==> src/design/vbs_ram.sv <==
`timescale 1ns / 1ps
// ----------------------------------------------------------------------------
// vbs_ram
// Single-port synchronous RAM with registered read.
// ----------------------------------------------------------------------------
module vbs_ram #(
  parameter int WIDTH = 8,
  parameter int DEPTH = 16
) (
  input  logic                     clk,
  input  logic                     we,
  input  logic [$clog2(DEPTH)-1:0] addr,
  input  logic [WIDTH-1:0]         wdata,
  output logic [WIDTH-1:0]         rdata
);

  logic [WIDTH-1:0] mem [DEPTH];

  always_ff @(posedge clk) begin
    if (we) begin
      mem[addr] <= wdata;
    end
    rdata <= mem[addr];
  end

endmodule

==> config.mk <==
export PLATFORM = sky130hd
export DESIGN_NAME = vbs_ram
export DESIGN_NICKNAME = d
export VERILOG_FILES = /design/src/design/vbs_ram.sv
export SDC_FILE = /design/constraint.sdc
export NUM_CORES = 1
export LEC_CHECK = 0
export ABC_CLOCK_PERIOD_IN_PS = 1600
export BUFFER_PORTS_ARGS = -buffer_cell sky130_fd_sc_hd__buf_4
export CORE_AREA = 10 10 108 110
export CTS_CLUSTER_DIAMETER = 100
export DETAILED_ROUTE_END_ITERATION = 8
export DIE_AREA = 0 0 118 120
export GPL_ROUTABILITY_DRIVEN = 0
export PLACE_DENSITY_LB_ADDON = 0.05
export SYNTH_ARGS = -nofsm -noshare
export SYNTH_HDL_FRONTEND = slang
export SYNTH_SLANG_ARGS = --single-unit
==> constraint.sdc <==
create_clock -name clk -period 1.6 [get_ports clk]
set_input_delay 0.08 -clock clk [delete_from_list [all_inputs] [get_ports clk]]
set_output_delay 0.08 -clock clk [all_outputs]
set_load 0.1 [all_outputs]
[Word-level counts from Yosys, hierarchy flattened]
Memory sizes are Yosys's and may differ from the RTL's. A register that Yosys moved wholly into a read port is not among the register bits.
Cells that the tools add are included.
Storage, ports and cells
  bits in registers: 0
  RAM bits: 128
  bits of input ports: 14
  output and inout bits: 8
  logic and storage cells: 3
  memories kept: 1
Memories
  mem: depth 16, bits a word 8, rd ports 1, clocked after memory_dff 1, write ports 1, RTL line 17  | logic [WIDTH-1:0] mem [DEPTH];
Operators by class
  multiplexer cells: 2
Operators by type and width (count)
  $mux W1: 2

[Longest topological paths before layout]
  depth after elaboration: 2
  depth in mapped cells: 5
  depth with buffers taken out: 3

[Least setup slack after synthesis]
No wires, ideal clock.
  path type: input to register
  from: in addr[2]
  to: mem mem[0][0], enable pin
  library setup time: 383 ps
  arrival time: 1190 ps
  required time: 1217 ps
  path slack: 27 ps
  stages on the path: 2
  buffers on the path: 0
  cells stage by stage: or3b_2 -> nor3_1
RTL lines
  start: declaration: RTL line 12  | input logic [$clog2(DEPTH)-1:0] addr,
  end: declaration: RTL line 17
Straight into the memory's write port.

==> impl_metrics.ini <==
[yosys]
seq_area_frac_synth = 0.790
syn_area_um2 = 5070
synth-seq-cells = 136
ys_warn_count = 0
ys_types = 18
syn_inst = 230
avgSynthCellArea_um2 = 22.0
synthesis.nets = 244

[floorplanning]
die_y_um = 120
core.rowCount = 36
num_io_pins = 22
dieWidth_um = 118
design.core.area_um2 = 9550
start_util = 0.531
die_area_um2 = 14200

[grt]
grt_antenna_before_repair = 0
grt_max_degree = 20
grt_pass1_vias = 2732
grt-ovfl-total = 0
grt_pass1_wl_um = 16100
grt_usage = 0.152

[min_path]
whs_endpoint = rdata[4]
worstHoldPathType = in -> reg
hold_path_depth = 5
min-delay-start = addr[3]

[cts]
cts_sinks = 136
root_buffer = clkbuf_8
cts_max_level = 4
path_clk_slew_ns = 0.06
cts_resized = 0
clock_latency_ns = 0.52
cts_tree = done
clock_path_buffers = 2
cts_buffers = 17

[route]
dr.first_iter.drc_count = 190
drt-pass1-iter-count = 4
vias_per_cell = 5.53
antenna_left = 0
routed_wl_um = 9970
vias = 2455
drc = 0
drt-wirelength-per-cell_um = 22.5

[sta]
slew_headroom = 0.412
rsz0062_at_grt = false
hold_viol = 0
hold-worst-slack_ns = 0.181
finalCritPeriodShare = 0.842
fmax_ghz = 0.742
worst_slew_pin_slew_ns = 0.878
final.setup.tns_ns = 0
period_minus_slack_ns = 1.35
setup-violations-final = 0
final_max_slew_viol_count = 0
finClkSkew_ns = 0.00680

[worst_setup_path]
cp-start-kind = flip-flop
path_max_fanout = 1
r2r_end = rdata[3]
crit_type = reg -> reg
critical_path_arrival_ns = 1.74
critPathCaptureType = flip-flop
cp_data_required_time_ns = 1.99
rrSetupSlack_ns = 0.25
rr_worst_depth = 3
reg2reg_from = mem[9][3]

[final_layout]
final_nets = 312
seq_area_um2 = 4000
diodes = 0
layout-area-overhead-vs-synth_pct = 24.1
multi_input_area_um2 = 1000
drive_above_1_share = 0.376
nFillCells = 651

[power]
fin_total_pwr_w = 0.00870
p_per_area_nw_per_um2 = 1380
power.leakage_nw = 2.13
ir_worst_vdd_mv = 0.804

[placed_design]
port_buffers = 21
dpl.hpwl_um = 6490

[run_status]
status = complete, no violations

[job]
maxCapViolations = 0
[per-layer routing]
layer	vias up	part of all wire	global-route usage
met3	10	0.047	0.0417
met2	55	0.51	0.245
met4	0	0.0095	0.0564
met1	1291	0.44	0.194
li1	1099	-	-
met5	-	0	0
[where the power goes]
part           switching [W]  total [W]  internal [W]
registers          0.0000213    0.00400       0.00398
clock network        0.00153    0.00410       0.00257
logic               0.000386   0.000595      0.000209
[cells by family after synthesis]
group / share of synthesized area
AO/OA/AOI/OAI: 0.0237
flip-flops: 0.790
AND/OR/NAND/NOR: 0.0321
buffers and inverters: 0.0119
multiplexers: 0.142
[Yosys cell counts, drive strengths merged]
cell	instances	area, um^2
a22oi	16	120
and2	1	6.26
buf	8	47.5
clkbuf	3	12.5
dfxtp	8	160
edfxtp	128	3840
mux4	32	721
nand2	9	33.8
nand2b	2	12.5
nand3	1	5.00
nand3b	2	15.0
nor2	13	48.8
nor2b	2	12.5
nor3	4	20.0
or3b	1	8.76
[worst max-delay path, cell delays in order (launching register included)]
cell	delay, ns
edfxtp_1	0.39
mux4_2	0.46
a22oi_1	0.28
nand2_1	0.10
[repair_timing]
item                                    in CTS  in global routing
endpoints found under the setup margin       0                  0
hold buffers                                 8                  0
hold endpoints to repair                   128                  0
setup buffers                                0                  0
[flip-flops by register name, summed over array words and instances (netlist names)]
signal / flops
rdata: 8
mem: 128
[per-stage QoR]
stage,cells,utilization,instance area [um^2],setup slack (ns)
floorplan,230,-,5070,0.0270
global placement,404,0.584,5580,0.0706
detailed placement,404,0.584,5580,0.0624
CTS,444,0.658,6290,0.229
global route,444,0.658,6290,0.176
finish,444,0.658,6290,0.253
[cell type report]
cell class,count,share of cell area
clock buffers,17,0.0659
clock inverters,15,0.0344
multi-input cells,83,0.160
flip-flops and latches,136,0.637
well taps,133,0.0265
repair buffers,60,0.0768
[how the worst max path moves through the flow]
stage / to / cells past startpoint / slack [ns] / from
after global routing: rdata[3] / 3 / 0.18 / mem[9][3]
after CTS: rdata[3] / 3 / 0.23 / mem[9][3]
after global placement: rdata[3] / 5 / 0.07 / addr[0]
after detailed placement: rdata[3] / 5 / 0.06 / addr[0]
after floorplan: mem[0][0] / 2 / 0.03 / addr[2]
final: rdata[3] / 3 / 0.25 / mem[9][3]
[placed cells by master (no fill, tap or decap), types with 2 or more instances in the layout]
cell type and instances:
nand2b_1 2, a22oi_1 16, mux4_2 32, nand3b_1 2, clkbuf_16 16, inv_8 2, nor2_1 13, nor2b_1 2
edfxtp_1 128, nand2_1 9, clkinv_4 2, clkinvlp_4 4, inv_6 3, nor3_1 4, dfxtp_1 8, bufinv_16 4
dlygate4sd3_1 8, buf_4 51
Power figures use the tool's default switching activity.
